**src/kab_pkg.sv**
```systemverilog
//------------------------------------------------------------------------------
// kab_pkg
// Shared types, constants and helpers of the angle/bias Kalman filter.
//------------------------------------------------------------------------------
package kab_pkg;

	localparam int unsigned NoiseW = 31;
	localparam int unsigned DataW = 32;
	localparam int unsigned CfgIdxW = 2;

	localparam logic [NoiseW-1:0] RESET_ANGLE_NOISE = 31'd16777;
	localparam logic [NoiseW-1:0] RESET_BIAS_NOISE = 31'd50332;
	localparam logic [NoiseW-1:0] RESET_MEASURE_NOISE = 31'd20971520;
	localparam logic signed [DataW-1:0] ONE_Q24 = 32'sd16777216;

	// register indexes
	localparam logic [CfgIdxW-1:0] REG_ANGLE_NOISE = 2'd0;
	localparam logic [CfgIdxW-1:0] REG_BIAS_NOISE = 2'd1;
	localparam logic [CfgIdxW-1:0] REG_MEASURE_NOISE = 2'd2;

	// divider request and reply
	typedef struct packed {
		logic start;
		logic signed [DataW-1:0] num;
		logic signed [DataW:0] den;
	} kab_div_req_t;

	typedef struct packed {
		logic done;
		logic signed [DataW-1:0] quo;
	} kab_div_rsp_t;

	// saturate a 66-bit signed value to 32 bits
	function automatic logic signed [DataW-1:0] sat32(input logic signed [65:0] v);
		logic signed [65:0] hi;
		logic signed [65:0] lo;
		begin
			hi = 66'sd2147483647;
			lo = -66'sd2147483648;
			if (v > hi) sat32 = 32'sh7fffffff;
			else if (v < lo) sat32 = 32'sh80000000;
			else sat32 = v[DataW-1:0];
		end
	endfunction

	// round half up, shift by 16
	function automatic logic signed [65:0] rnd16(input logic signed [65:0] x);
		logic signed [65:0] t;
		begin
			t = x + 66'sd32768;
			rnd16 = t >>> 16;
		end
	endfunction

	// round half up, shift by 24
	function automatic logic signed [65:0] rnd24(input logic signed [65:0] x);
		logic signed [65:0] t;
		begin
			t = x + 66'sd8388608;
			rnd24 = t >>> 24;
		end
	endfunction

endpackage

```
**src/kab_div.sv**
```systemverilog
//------------------------------------------------------------------------------
// kab_div
// Signed restoring divider, one quotient bit per cycle, trunc toward zero,
// saturated to 32 bits. Numerator is scaled by 2^24. Denominator positive.
//------------------------------------------------------------------------------
module kab_div
	import kab_pkg::*;
(
	input logic clk,
	input logic arst_n,
	input kab_div_req_t req,
	output kab_div_rsp_t rsp
);

	localparam int unsigned QW = 56;
	localparam int unsigned CntW = $clog2(QW + 1);

	logic busy_q;
	logic [CntW-1:0] cnt_q;
	logic [QW-1:0] num_q;
	logic [DataW:0] den_q;
	logic [DataW+1:0] rem_q;
	logic neg_q;
	logic done_q;
	logic signed [DataW-1:0] quo_q;

	logic [DataW+1:0] rem_sh;
	logic [DataW+1:0] rem_sub;
	logic [QW-1:0] mag_in;
	logic signed [QW:0] sq;

	always_comb begin
		rem_sh = {rem_q[DataW:0], num_q[QW-1]};
		rem_sub = rem_sh - {1'b0, den_q};
		mag_in = req.num[DataW-1] ? QW'(-{{(QW-DataW){req.num[DataW-1]}}, req.num}) << 24
			: QW'({{(QW-DataW){1'b0}}, req.num}) << 24;
		sq = neg_q ? -$signed({1'b0, num_q}) : $signed({1'b0, num_q});
	end

	// shift and subtract sequencer
	always_ff @(posedge clk or negedge arst_n) begin
		if (!arst_n) begin
			busy_q <= 1'b0;
			done_q <= 1'b0;
			cnt_q <= '0;
		end else begin
			done_q <= 1'b0;
			if (req.start) begin
				busy_q <= 1'b1;
				cnt_q <= CntW'(QW);
				num_q <= mag_in;
				den_q <= req.den;
				rem_q <= '0;
				neg_q <= req.num[DataW-1];
			end else if (busy_q) begin
				if (cnt_q == '0) begin
					busy_q <= 1'b0;
					done_q <= 1'b1;
					quo_q <= sat32(66'(sq));
				end else begin
					cnt_q <= cnt_q - 1'b1;
					if (!rem_sub[DataW+1]) begin
						rem_q <= rem_sub;
						num_q <= {num_q[QW-2:0], 1'b1};
					end else begin
						rem_q <= rem_sh;
						num_q <= {num_q[QW-2:0], 1'b0};
					end
				end
			end
		end
	end

	assign rsp.done = done_q;
	assign rsp.quo = quo_q;

	no_done_while_busy: assert property (@(posedge clk) disable iff (!arst_n)
		done_q |-> !busy_q) else $error("divider done while busy");
	start_sets_busy: assert property (@(posedge clk) disable iff (!arst_n)
		req.start |=> busy_q) else $error("divider start lost");
	done_after_busy: assert property (@(posedge clk) disable iff (!arst_n)
		$rose(done_q) |-> $past(busy_q)) else $error("divider done without work");

endmodule

```
**config.mk**
```make
export PLATFORM = sky130hd
export DESIGN_NAME = kab_div
export DESIGN_NICKNAME = d
export VERILOG_FILES = /design/src/kab_pkg.sv /design/src/kab_div.sv
export SDC_FILE = /design/constraint.sdc
export NUM_CORES = 1
export LEC_CHECK = 0
export ABC_CLOCK_PERIOD_IN_PS = 5050
export BUFFER_PORTS_ARGS = -buffer_cell sky130_fd_sc_hd__buf_4
export CAP_MARGIN = 30
export CORE_ASPECT_RATIO = 1.25
export CORE_MARGIN = 10
export CORE_UTILIZATION = 61
export CTS_CLUSTER_DIAMETER = 60
export DETAILED_ROUTE_END_ITERATION = 10
export GPL_TIMING_DRIVEN = 0
export HOLD_SLACK_MARGIN = 0.15
export PLACE_DENSITY = 0.82
export REMOVE_ABC_BUFFERS = 1
export SYNTH_ARGS = -nofsm -noshare
export SYNTH_HDL_FRONTEND = slang
export SYNTH_SLANG_ARGS = --single-unit
```
**constraint.sdc**
```tcl
create_clock -name clk -period 5.05 [get_ports clk]
set_input_delay 1.2625 -clock clk [delete_from_list [all_inputs] [get_ports clk]]
set_output_delay 1.2625 -clock clk [all_outputs]
set_load 0.02 [all_outputs]
```
Yosys cells after proc, flatten, opt, wreduce, memory -nomap -nowiden
Cells that the tools add are included.
{"block": "op_classes", "n_bitwise": 1, "n_eq_ne": 1, "n_lt_le_gt_ge": 2, "n_mux": 19, "reduce_logical": 6, "addsub": 4}
{"cell": "56-bit two-way mux", "n": 4}
{"cell": "34-bit two-way mux", "n": 3}
{"cell": "57-bit by 32-bit > comparator with 1-bit output (second input constant)", "n": 1}
{"cell": "57-bit by 32-bit less-than comparator with 1-bit output (second input constant)", "n": 1}
{"cell": "57-bit two-way mux", "n": 1}
{"cell": "56-bit negator with 57-bit output", "n": 1}
{"cell": "34-bit by 33-bit subtractor with 34-bit output", "n": 1}
{"cell": "32-bit two-way mux", "n": 1}
{"cell": "32-bit negator", "n": 1}
{"cell": "6-bit two-way mux", "n": 3}
{"cell": "1-bit two-way mux", "n": 7}
{"cell": "6-bit zero test", "n": 1}
{"cell": "6-bit by 1-bit subtractor with 6-bit output (second input constant)", "n": 1}
{"cell": "2-bit AND reduction", "n": 2}
{"cell": "4-bit AND reduction", "n": 1}
{"cell": "3-bit AND reduction", "n": 1}
{"cell": "2-bit inequality test (second input constant)", "n": 1}
{"cell": "2-bit nonzero test", "n": 1}
{"cell": "1-bit inverter", "n": 1}
{"block": "word_totals", "out_inout_bits": 33, "word_cells": 41, "reg_bits": 164, "in_bits": 68}

Depth between registers and ports, before layout
{"block": "depth", "word_depth": 5, "depth_mapped": 14, "ltp_nobuf": 13}

Least setup slack after synthesis
No wires, ideal clock.
{"block": "synth_path", "kind": "input port to flip-flop", "from": "input req[65] (netlist name)", "to": "register num_q[0], enable pin", "stages": 2, "path_buffers": 0, "path_slack_ns": 0.709, "arrival_time_ns": 3.865, "t_required_ns": 4.574, "setup_time_ns": 0.476, "cell_sequence": "a21oi_1 nor2b_1"}
{"block": "synth_via", "elab_chain_cells": 2, "elab_cells_between_ends": 3, "cone_classes": "eq/ne: 1; reduce/logical: 2"}
{"item": "start: declaration", "line": "kab_div.sv:11", "source": "input kab_div_req_t req,"}
{"item": "2-bit inequality test (no line) / 2-bit nonzero test (equally long branches)"}
{"item": "3-bit AND reduction (no line) *"}
{"item": "end signal: assignment", "line": "kab_div.sv:51", "source": "num_q <= mag_in;"}
{"item": "end signal: assignment", "line": "kab_div.sv:64", "source": "num_q <= {num_q[QW-2:0], 1'b1};"}
{"item": "end signal: assignment", "line": "kab_div.sv:67", "source": "num_q <= {num_q[QW-2:0], 1'b0};"}
{"item": "end: declaration", "line": "kab_div.sv:20", "source": "logic [QW-1:0] num_q;"}
Mark *: on every way between the ends. The rest lies on a longest branch, timed or not.
A chain may end at the register's enable or synchronous reset.

Final worst setup path
{"block": "layout_path", "from": "register num_q[24]", "to": "register quo_q[26] (data pin)"}
{"block": "layout_via", "elab_chain_cells": 4, "elab_cells_between_ends": 5, "cone_classes": "add/sub: 1; order compare: 2; mux: 2"}
{"item": "56-bit negator with 57-bit output", "line": "kab_div.sv:37", "source": "sq = neg_q ? -$signed({1'b0, num_q}) : $signed({1'b0, num_q});"}
{"item": "57-bit two-way mux *", "line": "kab_div.sv:37"}
{"item": "57-bit by 32-bit less-than comparator with 1-bit output", "line": "kab_pkg.sv:41", "source": "else if (v < lo) sat32 = 32'sh80000000;"}
{"item": "32-bit two-way mux", "line": "kab_pkg.sv:41"}
{"item": "end signal: assignment", "line": "kab_div.sv:59", "source": "quo_q <= sat32(66'(sq));"}
{"item": "end: declaration", "line": "kab_div.sv:25", "source": "logic signed [DataW-1:0] quo_q;"}
Marks and branches as above.

==> implementation parameters <==
Parameter                              Value

Status
  Run status    completed

Worst hold path
  Worst hold-check path type    register to register

Pwr
  Max VDD drop    261 uV
  Comb power frac    30.7%
  Power Total    around 4.5 mW
  Power per standard cell area    368 nW/um^2
  Switching portion of total power    33.2%
  Net switching power of the design    1.49 mW
  Sequential share of power    around 40%
  Cell leakage power    4.77 nW
  Clock network fraction of total power    ~30%
  Internal power    3.01 mW

Logic synthesis
  Post-synthesis share of cell area spent on xor and xnor gates    9.10%
  Fraction of synthesis flops using an asynchronous set or reset pin    4.91%
  Largest family of logic cells by synthesized area    compound AO/OA/AOI/OAI gates
  Netlist area before placement    10600 sq um
  Number of warning messages in the yosys log    0
  Simple-gate portion of the synthesized area    16.3%
  Fraction of the yosys area taken by sequential cells    a little under half
  Yosys cell types    82
  Number of synthesized register bits    163
  Post-synth EDFFs    around 160
  Top flip-flop cell by instance count after synthesis    edfxtp_1
  Multiplexer share of the synthesized area    2.68%
  Post-Syn Instances    1042
  Average footprint of a synthesized cell    10.2 sq um
  Area fraction in compound gates after synthesis    17.6%
  Fraction of the mapped netlist area in adder cells    4.56%

Routing
  Drt initial violations    615
  Post-route DRC    0
  Number of vias per cell after detailed routing    6.20
  DR WL/cell    18.2 um
  Detailed Route WL    24600 um
  Routed via count    8357
  Post-detailed-route count of antenna-violating nets    0
  Total iterations of the first detailed-routing run    5

Timing
  # setup viols final    0
  WHS    0.548 ns
  Achievable frequency    211 MHz
  Worst-Margin Slew    1.08 ns
  Setup TNS Final    0 ns
  Setup repair after global routing missed its margin    false
  Share of the clock period used by the worst path after layout    93.7%
  Max Clock Skew    between 0.01 and 0.015 ns
  Final Critical Period    4.73 ns
  Final Hold Violating Endpoints    0
  Final Max Slew Viols    0
  Worst slew margin    27.4%

Clock network
  CTS tree    yes
  Number of hold buffers added after CTS    0
  Clock Tree Root    clkbuf_16
  Resized Gates After CTS    0
  Max Root-Sink Buffers    2
  Number of buffers created by CTS    17
  Clock transition at the register clock pins on the worst setup and hold paths after CTS    approximately 0.080 ns
  Clock network latency to the later pin of the worst-skew pair    approximately 0.44 ns
  Max H-tree Level    4
  Post CTS Setup Buffer Count    0
  Number of sinks on the clock net    163

Critical path
  Worst Path Required    roughly 5.2 ns
  Type of destination of the critical path    register
  Crit path kind    register to register
  Arrival time at the worst endpoint    between 4 and 5 ns
  Worst-path maximum fanout    17
  Startpoint class of the critical path    register

Layout
  # diodes    0
  Layout overhead on the synthesized area    15.3%
  Area taken by flip-flops and latches    between 4000 and 5000 sq um
  Share of cells above drive strength 1    15.2%
  Number of non-filler instances in the completed layout    about 1300
  Total of fill cells in the finished design    1220
  Post-route design area    roughly 12000 sq um
  # nets final    1221
  Multi-input logic area    5360 sq um

Global routing
  Antenna violations before repair    0
  First-pass GRT wire length    between 40000 and 50000 um
  Total global routing track utilization    21.6%
  Remaining global-route overflow    0
  Via count of the first global-routing pass    8408
  Maximum number of pins on one net before global-route repair    97

Placement
  Standard cell area after detailed placement    around 12000 sq um
  Dpl hpwl    17300 um
  Placed Instances    1316
  Gpl congestion    0.904
  Count of port buffers added during placement    100

Floorplan
  Initial core utilization    62.6%
  Die Ht    167 um
  Std cell rows    between 50 and 60
  Area of the placeable core    between 15000 and 20000 sq um
  Number of I/O pins    101
  Total Die Area    ~23000 sq um
  Die Width    138 um

Run
  Number of violations of the max-capacitance limit    0
cells by family after synthesis:
group                    after synthesis
AO/OA/AOI/OAI                        282
buffers and inverters                103
adder cells (fa/ha/maj)               38
flip-flops                           163
XOR/XNOR                             110
AND/OR/NAND/NOR                      318
multiplexers                          28
stage by stage:
stage,setup WS [ns],util [%]
2_1_floorplan,0.185,-
3_3_place_gp,-2.79,67.3
3_5_place_dp,0.477,68.7
4_1_cts,0.401,72.2
5_1_grt,0.0362,72.2
6_report,0.316,72.2
Yosys cell counts (3+ instances only):
cell / instances / area share [%]
o31ai_1: 26 / 1.8
nand3b_1: 7 / 0.50
o221ai_1: 4 / 0.33
clkbuf_1: 44 / 1.6
nand2b_1: 12 / 0.71
o21a_1: 3 / 0.21
mux2i_1: 25 / 2.4
buf_6: 3 / 0.32
o41ai_1: 15 / 1.2
nor2b_1: 31 / 1.8
a21o_1: 19 / 1.3
nor2_1: 61 / 2.2
inv_1: 48 / 1.7
dfrtp_1: 8 / 1.9
o211ai_1: 4 / 0.28
a211oi_1: 3 / 0.21
a2bb2oi_1: 6 / 0.50
nor4_1: 12 / 0.71
nand3_1: 13 / 0.61
o31a_1: 3 / 0.25
nand2_1: 81 / 2.9
or3b_2: 3 / 0.25
or4_1: 9 / 0.64
xor2_1: 86 / 7.1
or3_1: 17 / 1.0
nor3b_1: 3 / 0.21
xnor2_1: 24 / 2.0
edfxtp_1: 155 / 44
nand4_1: 10 / 0.59
buf_2: 5 / 0.24
o21ai_1: 32 / 1.5
a31oi_1: 10 / 0.59
a221o_1: 5 / 0.47
and2_1: 8 / 0.47
or2_2: 6 / 0.35
ha_1: 37 / 4.4
o21bai_1: 6 / 0.43
o21ai_0: 60 / 2.8
nor3_1: 20 / 0.95
and3_1: 6 / 0.35
a21oi_1: 57 / 2.7
layout by cell type, fill, tap and decap left out, types with 7 or more instances in the layout:
master	netlist	routed
nor2_1	61	60
o41ai_1	15	15
a21oi_1	57	56
buf_4	1	100
nand2b_1	12	12
dfrtp_1	8	8
nand2_1	81	81
ha_1	37	37
nor3_1	20	20
clkbuf_16	0	17
nand3b_1	7	7
o21ai_1	32	32
or3_1	17	17
nor2b_1	31	30
a21o_1	19	19
and2_1	8	7
nand4_1	10	10
a31oi_1	10	10
nor4_1	12	12
or4_1	9	9
edfxtp_1	155	155
o21ai_0	60	60
nand3_1	13	13
o31ai_1	26	26
inv_1	48	48
xnor2_1	24	24
xor2_1	86	85
mux2i_1	25	25
power groups by stage:
stage	combinational [mW]	sequential, mW	clock [mW]
6_report	1.38	1.79	1.33
5_1_grt	1.53	1.81	1.40
4_1_cts	1.38	1.79	1.34
3_5_place_dp	1.36	1.81	0
3_3_place_gp	1.29	1.82	0
2_1_floorplan	1.03	1.78	0
registers in the layout, indices dropped and copies added (netlist names):
signal,cells
done_q,1
den_q,33
rem_q,33
num_q,56
cnt_q,6
neg_q,1
busy_q,1
quo_q,32
worst max-delay path: stages (launching register included):
cell	delay, ns
edfxtp_1	0.45
or4_4	0.60
nor3_1	0.50
nand4_1	0.68
o41ai_1	0.59
xor2_1	0.30
nor4_1	0.09
nand3_1	0.09
and4bb_1	0.25
nor2_2	0.55
buf_6	0.25
o21ai_1	0.11
layout make-up:
type / instances / area share, %
inverters: 48 / 1.47
clock buffers: 17 / 3.48
multi-input cells: 776 / 43.9
clock inverters: 15 / 1.47
repair buffers: 109 / 7.71
well taps: 220 / 2.25
flip-flops and latches: 163 / 39.7
metal layers:
| layer | vias to the layer above | track usage, % | wire length [um] |
|---|---|---|---|
| li1 | 4025 | - | - |
| met1 | 3970 | 24.8 | 9780 |
| met2 | 300 | 38.1 | 12900 |
| met3 | 62 | 4.61 | 1270 |
| met4 | 0 | 7.81 | 675 |
| met5 | - | 0 | 0 |
path summary, 6_finish.rpt:
kind,from,end,slack (ns),cells after the start
worst max register to register,num_q[24],quo_q[26],0.32,11
worst min register to register,cnt_q[0],cnt_q[0],0.55,1
worst max-delay path,num_q[24],quo_q[26],0.32,11
worst min-delay path,cnt_q[0],cnt_q[0],0.55,1
max in group asynchronous,arst_n,cnt_q[4],3.82,1
min in group asynchronous,arst_n,done_q,0.84,1
(Power assumes the default switching activity.)
